### config.mk
export PLATFORM = sky130hd
export DESIGN_NAME = rpm_fifo
export DESIGN_NICKNAME = d
export VERILOG_FILES = /design/src/hw/rtl/rpm_fifo.sv
export SDC_FILE = /design/constraint.sdc
export NUM_CORES = 1
export LEC_CHECK = 0
export BUFFER_PORTS_ARGS = -buffer_cell sky130_fd_sc_hd__buf_2
export CAP_MARGIN = 0
export CORE_MARGIN = 8
export CORE_UTILIZATION = 35
export CTS_CLUSTER_DIAMETER = 200
export DETAILED_ROUTE_END_ITERATION = 12
export PLACE_DENSITY = 0.56
export SLEW_MARGIN = 20
export SYNTH_ARGS = -nofsm -noshare
export SYNTH_HDL_FRONTEND = slang
export SYNTH_SLANG_ARGS = --single-unit
### constraint.sdc
create_clock -name clk_i -period 2.2 [get_ports clk_i]
set_input_delay 0.11 -clock clk_i [delete_from_list [all_inputs] [get_ports clk_i]]
set_output_delay 0.11 -clock clk_i [all_outputs]
set_load 0.1 [all_outputs]
### src/hw/rtl/rpm_fifo.sv
// ----------------------------------------------------------------------------
// rpm_fifo
// Small register queue with full and empty flags.
// ----------------------------------------------------------------------------
module rpm_fifo #(
  parameter int WIDTH = 8,
  parameter int DEPTH = 4
) (
  input  logic             clk_i,
  input  logic             rst_ni,
  input  logic             push_i,
  input  logic [WIDTH-1:0] wdata_i,
  output logic             full_o,
  input  logic             pop_i,
  output logic [WIDTH-1:0] rdata_o,
  output logic             empty_o
);

  localparam int AW = (DEPTH > 1) ? $clog2(DEPTH) : 1;
  localparam int CW = $clog2(DEPTH + 1);

  logic [WIDTH-1:0] mem_q [DEPTH];
  logic [AW-1:0]    wptr_q, wptr_d, rptr_q, rptr_d;
  logic [CW-1:0]    cnt_q, cnt_d;
  logic             do_push, do_pop;

  assign full_o  = (cnt_q == CW'(DEPTH));
  assign empty_o = (cnt_q == '0);
  assign do_push = push_i && !full_o;
  assign do_pop  = pop_i && !empty_o;
  assign rdata_o = mem_q[rptr_q];

  always_comb begin
    wptr_d = wptr_q;
    rptr_d = rptr_q;
    cnt_d  = cnt_q;
    if (do_push) begin
      wptr_d = (wptr_q == AW'(DEPTH - 1)) ? '0 : wptr_q + AW'(1);
    end
    if (do_pop) begin
      rptr_d = (rptr_q == AW'(DEPTH - 1)) ? '0 : rptr_q + AW'(1);
    end
    if (do_push && !do_pop) begin
      cnt_d = cnt_q + CW'(1);
    end else if (do_pop && !do_push) begin
      cnt_d = cnt_q - CW'(1);
    end
  end

  always_ff @(posedge clk_i or negedge rst_ni) begin
    if (!rst_ni) begin
      wptr_q <= '0;
      rptr_q <= '0;
      cnt_q  <= '0;
    end else begin
      wptr_q <= wptr_d;
      rptr_q <= rptr_d;
      cnt_q  <= cnt_d;
    end
  end

  always_ff @(posedge clk_i) begin
    if (do_push) begin
      mem_q[wptr_q] <= wdata_i;
    end
  end

endmodule

==> impl_metrics.yaml <==
timing:
  rsz0062_at_grt: "no"
  slew_headroom_pct: 58.6
  worst_clock_skew_ns: 0.00874
  maxSlewViolCount: 0
  setup_tns_ns: 0
  period_needed_ns: 2.03
  max_freq_ghz: 0.493
  hold_ws_ns: 0.0330
  worst_pin_slew_ns: 0.620
  finalCritPeriodShare_pct: 92.2
  setup_viol_count_final: 0
  finalHoldViolCount: 0
grt:
  antenna_found_initial: 0
  grt_pass1_wl_um: 4410
  grt_pass1_vias: 871
  track_usage_pct: 8.41
  grt_max_degree: 13
  gr-total-overflow: 0
die:
  die_area_um2: 7060
  start_util_pct: 36.7
  fp-row-count: 24
  io_pins: 22
  die_h_um: 84.0
  core-area_um2: 4410
  die_x_um: 84.0
critical_path:
  critPathKind: "reg2out"
  rrSetupSlack_ns: 0.29
  cp-start-kind: "flip-flop"
  cp.arrival_ns: 1.92
  required_ns: 2.09
  cp-end-kind: "output pin"
  crit_fanout: 11
run:
  max-cap-violations: 0
yosys:
  ys_warn_count: 0
  synth.largest_area_cell: "edfxtp_1"
  synth_area_leaders: "edfxtp_1 59%, mux4_2 11%, dfrtp_1 11%"
  syn_inst: 79
  synth_top_area_share_pct: 59.3
  ys_seq_area_share_pct: 70.1
  ys_seq_elements: 39
  synth_cell_types: 19
  avgSynthCellArea_um2: 20.5
  netlist_area_um2: 1620
  synth_nets: 98
detailed_routing:
  drc: 0
  vias: 773
  wire_per_inst_um: 17.0
  drt_iter0_markers: 45
  viasPerCell: 4.86
  first_pass_iters: 2
  antenna_left: 0
  routed_wl_um: 2700
outcome:
  status: "completed"
clocking:
  cts_buffer_depth: 2
  cts_htree_levels: 2
  cts_root_buf: "clkbuf_8"
  cts_sinks: 39
  cts_tree: "built"
  worstSkewPairLatency_ns: 0.29
  postCtsSetupBuffers: 0
  hold_buffers: 1
  ctsResizeCount: 0
  cts_buffers: 5
  clk_pin_slew_ns: 0.08
place:
  dp_hpwl_um: 1870
  gp_congestion: 0.759
  io_buffers: 21
cells_and_area:
  drive_gt1_share_pct: 49.5
  syn2layout_area_growth_pct: 18.5
  antenna_cells: 0
  nets: 125
worst_hold_path:
  hold_path_class: "in2reg"
## registers in the layout, summed over array words and instances (netlist names)
| register | cells |
|---|---|
| rptr_q | 2 |
| cnt_q | 3 |
| mem_q | 32 |
| wptr_q | 2 |
## cell families (layout without fill, tap and decap cells)
kind of cell             count (synthesis)  after routing  synth area share, %
XOR/XNOR                                 3              3                 1.62
adder cells (fa/ha/maj)                  7              7                 5.87
buffers and inverters                    6             34                 1.93
flip-flops                              39             39                 70.1
multiplexers                            13             13                 15.1
AND/OR/NAND/NOR                         11             11                 5.41
## critical path, cell delays in order (launching register included)
cell	delay [ns]
dfrtp_1	0.74
mux4_2	0.58
buf_2	0.31
## synth_stat cells (all sizes together)
cell and count:
fa 1, xor2 2, xnor2 1, mux2 5, inv 3, mux4 8, nor3 1, nor3b 1
buf 3, ha 6, nor2 3, edfxtp 32, nor2b 1, nand2b 1, and2 4, dfrtp 7
## layout make-up
type / count / area, µm²
multi-input cells: 34 / 477
repair buffers: 23 / 123
fillers: 406 / 2490
clock buffers: 5 / 68.8
clock inverters: 3 / 38.8
well taps: 52 / 65.1
inverters: 3 / 11.3
flip-flops and latches: 39 / 1140
## final timing paths
kind / start / to / cells past startpoint
worst max register to register: cnt_q[2] / cnt_q[2] / 8
worst max-delay path: rptr_q[0] / rdata_o[1] / 2
min in group asynchronous: rst_ni / rptr_q[0] / 2
worst min register to register: cnt_q[2] / cnt_q[2] / 1
worst min-delay path: wdata_i[7] / mem_q[0][7] / 1
max in group asynchronous: rst_ni / cnt_q[0] / 2
## placed cells by master, fill, tap and decap left out
cell	instances
edfxtp_1	32
buf_2	21
mux4_2	8
dfrtp_1	6
ha_1	5
clkbuf_8	5
and2_2	4
mux2_2	3
nor2_1	3
inv_1	2
mux2_4	2
xor2_1	2
nor3b_4	1
nor2b_2	1
nor3_4	1
nand2b_4	1
inv_2	1
xnor2_1	1
fa_1	1
ha_4	1
clkinv_2	1
bufinv_16	1
clkinv_1	1
dfrtp_2	1
dlygate4sd3_1	1
buf_4	1
## per-stage QoR
step	utilization, %	cells	area (µm²)	setup slack [ns]
floorplan	-	79	1650	-0.381
global placement	40.8	150	1800	0.379
detailed placement	40.8	150	1800	0.280
CTS	43.5	159	1920	0.101
global route	43.5	159	1920	0.0323
finish	43.5	159	1920	0.171
## routing by layer
layer  track usage [%]  share of wire, %  vias up
met4              3.30               1.4        0
met3              4.49               4.4        6
met2              13.7                53       16
met1              8.86                41      397
li1                  -                 -      354
met5                 0                 0        -
Power is left out: the tool's default activity adds up to more than one toggle a clock period on the data nets, which glitch-free logic cannot reach.
