File: config.mk
export PLATFORM = sky130hd
export DESIGN_NAME = rpm_front
export DESIGN_NICKNAME = d
export VERILOG_FILES = /design/src/hw/rtl/rpm_pkg.sv /design/src/hw/rtl/rpm_front.sv
export SDC_FILE = /design/constraint.sdc
export NUM_CORES = 1
export LEC_CHECK = 0
export ABC_CLOCK_PERIOD_IN_PS = 3000
export BUFFER_PORTS_ARGS = -buffer_cell sky130_fd_sc_hd__buf_2
export CAP_MARGIN = 20
export CORE_MARGIN = 2
export CORE_UTILIZATION = 38
export DETAILED_ROUTE_END_ITERATION = 7
export GPL_TIMING_DRIVEN = 1
export PLACE_DENSITY = 0.81
export SLEW_MARGIN = 20
export SYNTH_ARGS = -nofsm -noshare
export SYNTH_HDL_FRONTEND = slang
export SYNTH_SLANG_ARGS = --single-unit
File: constraint.sdc
create_clock -name clk_i -period 3 [get_ports clk_i]
set_input_delay 0.3 -clock clk_i [delete_from_list [all_inputs] [get_ports clk_i]]
set_output_delay 0.3 -clock clk_i [all_outputs]
set_load 0.01 [all_outputs]
File: src/hw/rtl/rpm_pkg.sv
// ----------------------------------------------------------------------------
// rpm_pkg
// Types, constants and rounding helpers shared by the revolve profile mesh.
// ----------------------------------------------------------------------------
package rpm_pkg;

  localparam int MaxPoints = 64;
  localparam int MaxSlices = 64;
  localparam int PointAw   = $clog2(MaxPoints);

  localparam logic [1:0] CFG_POINT_COUNT = 2'd0;
  localparam logic [1:0] CFG_SLICE_COUNT = 2'd1;

  localparam logic [1:0] QUAD_I   = 2'd0;
  localparam logic [1:0] QUAD_II  = 2'd1;
  localparam logic [1:0] QUAD_III = 2'd2;

  localparam logic [31:0] SC1 = 32'd1686629713;
  localparam logic [31:0] SC3 = 32'd693598669;
  localparam logic [31:0] SC5 = 32'd85569306;
  localparam logic [31:0] SC7 = 32'd5026995;
  localparam logic [31:0] SC9 = 32'd172273;
  localparam logic [31:0] Q30_ONE = 32'h4000_0000;

  typedef struct packed {
    logic               load;
    logic [5:0]         pidx;
    logic [5:0]         sidx;
    logic [6:0]         np;
    logic [6:0]         ns;
    logic signed [15:0] px;
    logic signed [15:0] py;
  } item_t;

  typedef struct packed {
    logic signed [15:0] vert_x;
    logic signed [15:0] vert_y;
    logic signed [15:0] vert_z;
    logic signed [17:0] norm_x;
    logic signed [17:0] norm_y;
    logic signed [17:0] norm_z;
    logic [11:0]        idx_next_here;
    logic [11:0]        idx_this_below;
    logic [11:0]        idx_this_here;
    logic [11:0]        idx_next_below;
    logic               tris_valid;
  } res_t;

  function automatic logic signed [15:0] rnd_sat16(input logic signed [35:0] v);
    logic signed [35:0] t;
    logic signed [20:0] sh;
    t  = v + 36'sd16384;
    sh = 21'(t >>> 15);
    if (sh > 21'sd32767) begin
      return 16'sh7fff;
    end else if (sh < -21'sd32768) begin
      return 16'sh8000;
    end
    return 16'(sh);
  endfunction

  function automatic logic signed [17:0] rnd_sat18(input logic signed [35:0] v);
    logic signed [35:0] t;
    logic signed [20:0] sh;
    t  = v + 36'sd16384;
    sh = 21'(t >>> 15);
    if (sh > 21'sd131071) begin
      return 18'sh1ffff;
    end else if (sh < -21'sd131072) begin
      return 18'sh20000;
    end
    return 18'(sh);
  endfunction

endpackage

File: src/hw/rtl/rpm_front.sv
// ----------------------------------------------------------------------------
// rpm_front
// Configuration registers; classify and filter incoming transactions.
// ----------------------------------------------------------------------------
module rpm_front (
  input  logic                clk_i,
  input  logic                rst_ni,
  input  logic                cfg_valid_i,
  output logic                cfg_ready_o,
  input  logic [1:0]          cfg_index_i,
  input  logic [6:0]          cfg_data_i,
  input  logic                push_i,
  input  logic                full_i,
  input  logic                action_i,
  input  logic [5:0]          point_index_i,
  input  logic [5:0]          slice_index_i,
  input  logic signed [15:0]  profile_x_i,
  input  logic signed [15:0]  profile_y_i,
  output logic                push_o,
  output rpm_pkg::item_t      item_o
);
  import rpm_pkg::*;

  logic [6:0] np_q, ns_q;
  logic [6:0] np, ns;
  logic       keep;

  assign cfg_ready_o = 1'b1;

  always_ff @(posedge clk_i or negedge rst_ni) begin
    if (!rst_ni) begin
      np_q <= 7'd8;
      ns_q <= 7'd8;
    end else if (cfg_valid_i) begin
      case (cfg_index_i)
        CFG_POINT_COUNT: np_q <= cfg_data_i;
        CFG_SLICE_COUNT: ns_q <= cfg_data_i;
        default: ;
      endcase
    end
  end

  always_comb begin
    np = (np_q < 7'd2) ? 7'd2 : ((np_q > 7'(MaxPoints)) ? 7'(MaxPoints) : np_q);
    ns = (ns_q < 7'd2) ? 7'd2 : ((ns_q > 7'(MaxSlices)) ? 7'(MaxSlices) : ns_q);
    keep = !action_i || (({1'b0, point_index_i} < np) && ({1'b0, slice_index_i} < ns));
    item_o.load = !action_i;
    item_o.pidx = point_index_i;
    item_o.sidx = slice_index_i;
    item_o.np   = np;
    item_o.ns   = ns;
    item_o.px   = profile_x_i;
    item_o.py   = profile_y_i;
  end

  assign push_o = push_i && !full_i && keep;

endmodule

==> parameters.txt, run 1 <==
Parameter                              Value

Clocking
  CTS clk-pin slew, worst paths ... approximately 0.080 ns
  TritonCTS clock tree ... built
  H-tree lvl count ... 1
  Clock latency at the later pin of the worst-skew pair ... between 0.2 and 0.3 ns
  Clock Tree Root ... sky130_fd_sc_hd__clkbuf_4
  Maximum count of clock buffers along a single path ... 2
  Clock sinks ... 14
  TritonCTS buffer count ... 3

Power and ir drop
  Peak supply drop ... about 260 uV
  Power density relative to cell area ... between 400 and 500 nW/um2
  Leakage power of the design ... roughly 0.74 nW

Setup path
  Launching element type of the critical path ... flop
  Setup crit end kind ... output pin
  Reg-to-reg setup timing slack ... slightly above 2 ns
  Cell breakdown of the critical path ... or4_4 -> nor2b_4 -> or2_4 -> ha_4 -> o21ai_1 -> a21oi_1 -> a2111o_1 -> o32ai_2 -> buf_2
  Data required time at the worst endpoint ... ~2.7 ns
  CP max stage cell ... sky130_fd_sc_hd__or4_4
  Buffering stage count on the worst path with inverters included ... 1
  Kind of cell with the highest combined delay on the critical path ... simple AND/OR/NAND/NOR gates
  Critical-path maximum fanout ... 3
  Critical path arrival ... around 2.7 ns
  Highest cell delay on the worst timing path ... ~0.53 ns
  Classification of the worst setup path ... reg -> out

Logic synthesis
  Number of distinct standard cells referenced by the synthesized netlist ... 38
  Netlist Area Pre-Place ... ~1400 um2
  Synthesized netlist net count ... 210
  Synth top cells by count ... 45 x sky130_fd_sc_hd__buf_4, 12 x sky130_fd_sc_hd__dfrtp_1, 11 x sky130_fd_sc_hd__mux2_1
  Number of enable-type register cells in the synthesized netlist ... 0
  Synth warn ... 0
  Flip-flop and latch count after synthesis ... 14
  Fraction of registers with async set or reset after synthesis ... 1.00
  Most used flip-flop cell after synthesis ... sky130_fd_sc_hd__dfrtp_1
  Share of the synthesized area in the top cell type ... 0.249
  Cell type with the highest aggregate area in the netlist ... sky130_fd_sc_hd__buf_4
  Average cell area after synthesis ... 9.62 um2
  Portion of the post-synthesis area used by sequential elements ... 0.260
  Top-count cell post-synth ... sky130_fd_sc_hd__buf_4
  Gate count of the mapped netlist ... 141
  Synth top area cells ... sky130_fd_sc_hd__buf_4 25%, sky130_fd_sc_hd__dfrtp_1 22%, sky130_fd_sc_hd__ha_1 9.2%

Layout
  Final layout net count ... 225
  Ratio of cells with drive above 1 in the final layout ... 0.506
  Antenna Diode Count ... 0
  Area growth from synthesis to layout ... 3.23%
  Core Util, Final ... 0.413

Drt
  Via-to-Cell Ratio ... 4.76
  Total wire length after detailed routing ... between 2000 and 3000 um
  DR DRC count ... 0
  Via count of the routed design ... roughly 950
  Remaining antenna violation count ... 0
  Iteration-0 DRC Markers ... 12
  Detailed-route wire length per cell ... between 10 and 15 um
  First-pass iteration count of the detailed router ... 4

Floorplan
  Chip width ... around 64 um
  Number of placement rows ... 21
  Core Area ... between 3000 and 4000 um2
  Overall die area ... just over 4000 um2
  Initial core utilization ... 0.400
  Io pins ... between 100 and 150
  Die extent in y ... about 64 um

Status
  Failing checks ... negative setup slack
  Run status ... finished, violations left

Timing
  Worst-margin pin slew ... around 0.56 ns
  Remaining max-slew budget at the tightest pin ... 0.626
  Number of max-slew violations in the final report ... 0
  Period utilisation layout ... 1.01
  Setup clock skew after layout ... 0 ns
  Worst hold slack after final layout ... around 0.26 ns
  Setup repair after global routing missed its margin ... true
  Max frequency ... 329 MHz
  Count of endpoints failing setup in the final report ... 1
  Final hold violations ... 0
  Slack of the critical path ... -0.0386 ns
  Minimum clock period after layout ... about 3.0 ns

Place
  Count of input and output buffers ... 54
  Final Wtd Congestion ... between 0.8 and 0.9
  Post-detail-place hpwl ... ~2300 um

Global route
  Final global-route overflow total ... 0
  Total global-route track usage ... 0.135
  Antenna violations before repair ... 0
  Maximum number of pins on one net before global-route repair ... 15
  Number of global-route vias before repair ... around 1000
  Wire length of the first global-routing pass ... between 4000 and 5000 um

Job
  Max Cap Viol ... 0

Hold path
  Worst hold path class ... in -> reg
-- layout by cell type (no fill, tap or decap), types with 2 or more instances in the layout --
cell	instances
sky130_fd_sc_hd__nor2_1	4
sky130_fd_sc_hd__dfstp_2	2
sky130_fd_sc_hd__or4_4	2
sky130_fd_sc_hd__nor3b_1	3
sky130_fd_sc_hd__nand2b_1	9
sky130_fd_sc_hd__a21oi_1	3
sky130_fd_sc_hd__buf_4	4
sky130_fd_sc_hd__mux2_2	3
sky130_fd_sc_hd__dfrtp_1	12
sky130_fd_sc_hd__inv_1	10
sky130_fd_sc_hd__buf_2	54
sky130_fd_sc_hd__clkbuf_4	3
sky130_fd_sc_hd__mux2_1	11
sky130_fd_sc_hd__ha_1	9
-- path summary, 6_finish.rpt --
check | to | cells after the start | startpoint
max | push_o | 9 | np_q[3]
min | np_q[5] | 2 | cfg_data_i[5]
max reg2reg | np_q[6] | 1 | np_q[6]
min reg2reg | ns_q[2] | 1 | ns_q[2]
max in group asynchronous | ns_q[3] | 2 | rst_ni
min in group asynchronous | np_q[5] | 2 | rst_ni
-- through the flow --
stage                     total power [mW]  area, um2  setup WS [ns]  TNS (ns)  instances
after floorplan                      0.492       1360          0.297         0        141
after global placement               0.530       1320          0.121         0        192
after detailed placement             0.539       1320         0.0965         0        192
after CTS                            0.645       1370         -0.103    -0.103        197
after global routing                 0.704       1400         -0.139    -0.139        200
final                                0.648       1400        -0.0386   -0.0386        200
-- where the power goes --
part           switching, mW  internal [mW]
logic                  0.133          0.147
registers             0.0420          0.228
clock network         0.0518         0.0464
-- repair_timing --
item	CTS	global route
gates cloned	0	0
hold endpoints to repair	12	0
hold buffers	1	0
resized for setup	2	1
setup buffers	1	3
pin swaps	5	3
setup endpoints to repair	1	1
-- layout make-up --
| cell class | instances | area (um2) |
|---|---|---|
| Multi-Input combinational cell | 67 | 616 |
| Tap cell | 46 | 57.6 |
| Clock buffer | 3 | 22.5 |
| Sequential cell | 14 | 353 |
| Inverter | 11 | 41.3 |
| Timing Repair Buffer | 59 | 310 |
| Fill cell | 349 | 1990 |
-- metal layers --
layer / global-route usage / share of wire / routed length, um / vias to the layer above
li1: - / - / - / 452
met3: 0.0158 / 0.064 / 171 / 10
met5: 0 / 0 / 0 / -
met4: 0.0679 / 0.013 / 35 / 0
met1: 0.152 / 0.39 / 1050 / 444
met2: 0.250 / 0.53 / 1430 / 45
-- sequential cells by signal, indices dropped and copies added (netlist names) --
register  flops
ns_q          7
np_q          7
-- kinds of logic (layout without fill, tap and decap cells) --
logic type	count (synthesis)	after routing	share of synthesized area
simple gates	31	31	0.168
other cells	1	1	0.00276
fa+ha+maj	10	10	0.0923
mux	14	14	0.116
compound gates	11	11	0.0627
flops	14	14	0.260
buf+inv	60	73	0.298
(Power assumes the default switching activity.)
==> run 2: changes to the inputs <==
--- a/config.mk
+++ b/config.mk
@@ -8,6 +8,7 @@
 export ABC_CLOCK_PERIOD_IN_PS = 3000
 export BUFFER_PORTS_ARGS = -buffer_cell sky130_fd_sc_hd__buf_2
 export CAP_MARGIN = 20
+export CORE_ASPECT_RATIO = 1.1
 export CORE_MARGIN = 2
 export CORE_UTILIZATION = 38
 export DETAILED_ROUTE_END_ITERATION = 7
==> parameters.txt, run 2 (same netlist as run 1, synthesis figures left out) <==
Parameter                              Value

Global route
  Final global-route overflow total ... 0 (unchanged)
  Wire length of the first global-routing pass ... 3850 um (-11%)
  Maximum number of pins on one net before global-route repair ... 15 (unchanged)
  Antenna violations before repair ... 0 (unchanged)
  Total global-route track usage ... 0.130 (-0.00526)
  Number of global-route vias before repair ... 867 (-11%)

Clocking
  Clock sinks ... 14 (unchanged)
  TritonCTS buffer count ... 3 (unchanged)
  Clock Tree Root ... sky130_fd_sc_hd__clkbuf_4
  Maximum count of clock buffers along a single path ... 2 (unchanged)
  TritonCTS clock tree ... built
  CTS clk-pin slew, worst paths ... 0.07 ns (about the same)
  Clock latency at the later pin of the worst-skew pair ... 0.27 ns (about the same)
  H-tree lvl count ... 1 (unchanged)

Floorplan
  Number of placement rows ... 22 (+4.8%)
  Overall die area ... 4060 um2 (about the same)
  Core Area ... 3390 um2 (-0.11%)
  Die extent in y ... 66.7 um (+4.6%)
  Chip width ... 61.0 um (-4.4%)
  Initial core utilization ... 0.401 (+0.000444)
  Io pins ... 120 (unchanged)

Setup path
  Critical-path maximum fanout ... 2 (-1)
  Reg-to-reg setup timing slack ... 1.96 ns (-0.09 ns)
  Launching element type of the critical path ... flop
  Cell breakdown of the critical path ... or4_4 -> nor2b_4 -> or2_4 -> ha_4 -> o21ai_2 -> a21oi_2 -> a2111o_1 -> o32ai_2 -> buf_2
  Classification of the worst setup path ... reg -> out
  Critical R2R Launch ... np_q[2]
  Kind of cell with the highest combined delay on the critical path ... simple AND/OR/NAND/NOR gates
  Data required time at the worst endpoint ... 2.70 ns (about the same)
  Number of cell instances on the worst register-to-register path ... 3 (+2)
  Highest cell delay on the worst timing path ... 0.52 ns (about the same)
  Critical path arrival ... 2.72 ns (-0.02 ns)
  Buffering stage count on the worst path with inverters included ... 1 (unchanged)
  Setup crit end kind ... output pin
  Capturing point of the worst reg2reg path ... np_q[2]
  CP max stage cell ... sky130_fd_sc_hd__or4_4

Status
  Run status ... finished, violations left
  Failing checks ... negative setup slack

Timing
  Period utilisation layout ... 1.01 (-0.00550)
  Total negative slack for setup checks ... -0.0221 ns (+0.0165 ns)
  Slack of the critical path ... -0.0221 ns (+0.0165 ns)
  Final hold violations ... 0 (unchanged)
  Worst hold slack after final layout ... 0.254 ns (-0.00669 ns)
  Setup clock skew after layout ... 0 ns (unchanged)
  Worst-margin pin slew ... 0.530 ns (-0.0287 ns)
  Setup repair after global routing missed its margin ... true
  Remaining max-slew budget at the tightest pin ... 0.645 (+0.0192)
  Minimum clock period after layout ... 3.02 ns (-0.0165 ns)
  Number of max-slew violations in the final report ... 0 (unchanged)
  Max frequency ... 331 MHz (+0.55%)
  Count of endpoints failing setup in the final report ... 1 (unchanged)

Drt
  Detailed-route wire length per cell ... 13.1 um (-2.7%)
  Via count of the routed design ... 968 (+1.8%)
  Total wire length after detailed routing ... 2660 um (-1.2%)
  Remaining antenna violation count ... 0 (unchanged)
  DR DRC count ... 0 (unchanged)
  Iteration-0 DRC Markers ... 10 (-2)
  First-pass iteration count of the detailed router ... 4 (unchanged)
  Via-to-Cell Ratio ... 4.77 (+0.28%)

Place
  Post-detail-place hpwl ... 2270 um (-3.0%)
  Setup Slack @ Placement ... 0.117 ns (+0.0207 ns)
  Final Wtd Congestion ... 0.745 (-7.9%)
  Count of input and output buffers ... 54 (unchanged)
  Cell area reported after detailed placement ... 1320 um2 (+0.19%)
  # placed instances ... 194 (+1.0%)

Layout
  Antenna Diode Count ... 0 (unchanged)
  Area growth from synthesis to layout ... 4.89%
  Flip-flop and latch area ... 353 um2 (unchanged)
  Ratio of cells with drive above 1 in the final layout ... 0.523 (+0.0161)
  Post-route cell area ... 1420 um2 (+1.6%)
  Count of filler cells inserted in the layout ... 335 (-4.0%)
  Most common library cell in the layout ignoring fill and taps ... sky130_fd_sc_hd__buf_2
  Multi-input combinational cell area ... 628 um2 (+2.0%)
  Final layout net count ... 226 (+0.44%)
  Filler-free cell count of the finished design ... 203 (+1.5%)
  Most used cells in the layout excluding fill and tap cells ... 54 x sky130_fd_sc_hd__buf_2, 12 x sky130_fd_sc_hd__dfrtp_1, 11 x sky130_fd_sc_hd__mux2_1
  Largest registers ... np_q (7), ns_q (7)

Power and ir drop
  Leakage power of the design ... 0.745 nW (+0.80%)
  Peak supply drop ... 172 uV (-32%)
  Power density relative to cell area ... 465 nW/um2 (+0.45%)

Hold path
  Hold-critical path endpoint ... ns_q[6]
  HP Start ... cfg_data_i[6]
  Depth of the worst hold-timing path ... 2 (unchanged)
  Worst hold path class ... in -> reg

Job
  Max Cap Viol ... 0 (unchanged)
run 2: cell types whose count changed in the layout (fill, tap and decap cells not counted), sizes merged:
cell | previous run | this run
buf | 58 | 59
run 2: how the worst max path moves through the flow:
stage / from / end / slack (ns) / cells past startpoint
floorplan: np_q[2] / push_o / 0.30 / 8
global placement: np_q[2] / push_o / 0.14 / 9
detailed placement: np_q[2] / push_o / 0.12 / 9
CTS: np_q[3] / push_o / -0.08 / 9
global route: np_q[2] / push_o / -0.15 / 9
finish: np_q[2] / push_o / -0.02 / 9
run 2: layout make-up:
class                      count  area share
multi-input combinational     67       0.442
sequential                    14       0.248
timing repair buffer          60       0.223
tap                           48      0.0422
inverter                      11      0.0290
clock buffer                   3      0.0158
run 2: metrics by stage:
stage	total power [mW]	utilization
after floorplan	0.492	-
after global placement	0.532	0.391
after detailed placement	0.538	0.391
after CTS	0.656	0.411
after global routing	0.719	0.420
final	0.662	0.420
run 2: worst reg2reg max path, cell delays in order (launching register included):
cell and delay (ns):
sky130_fd_sc_hd__dfrtp_1 0.39, sky130_fd_sc_hd__buf_4 0.13, sky130_fd_sc_hd__buf_4 0.12, sky130_fd_sc_hd__mux2_1 0.28
run 2: power breakdown:
| part | total (mW) | switching [mW] | internal (mW) |
|---|---|---|---|
| Combinational | 0.293 | 0.139 | 0.154 |
| Sequential | 0.269 | 0.0407 | 0.228 |
| Clock | 0.100 | 0.0537 | 0.0466 |
| Total | 0.662 | 0.233 | 0.429 |
run 2: timing repair:
action,CTS,global route
setup buffers,3,2
pin swaps,5,4
hold endpoints to repair,12,0
hold buffers,1,0
endpoints found under the setup margin,1,1
resized for setup,2,4
run 2: routing by layer:
metal | vias to the layer above | global-route usage | wire [um]
met2 | 48 | 0.192 | 1190
li1 | 455 | - | -
met1 | 440 | 0.152 | 1060
met5 | - | 0 | 0
met4 | 0 | 0.120 | 193
met3 | 25 | 0.0272 | 218
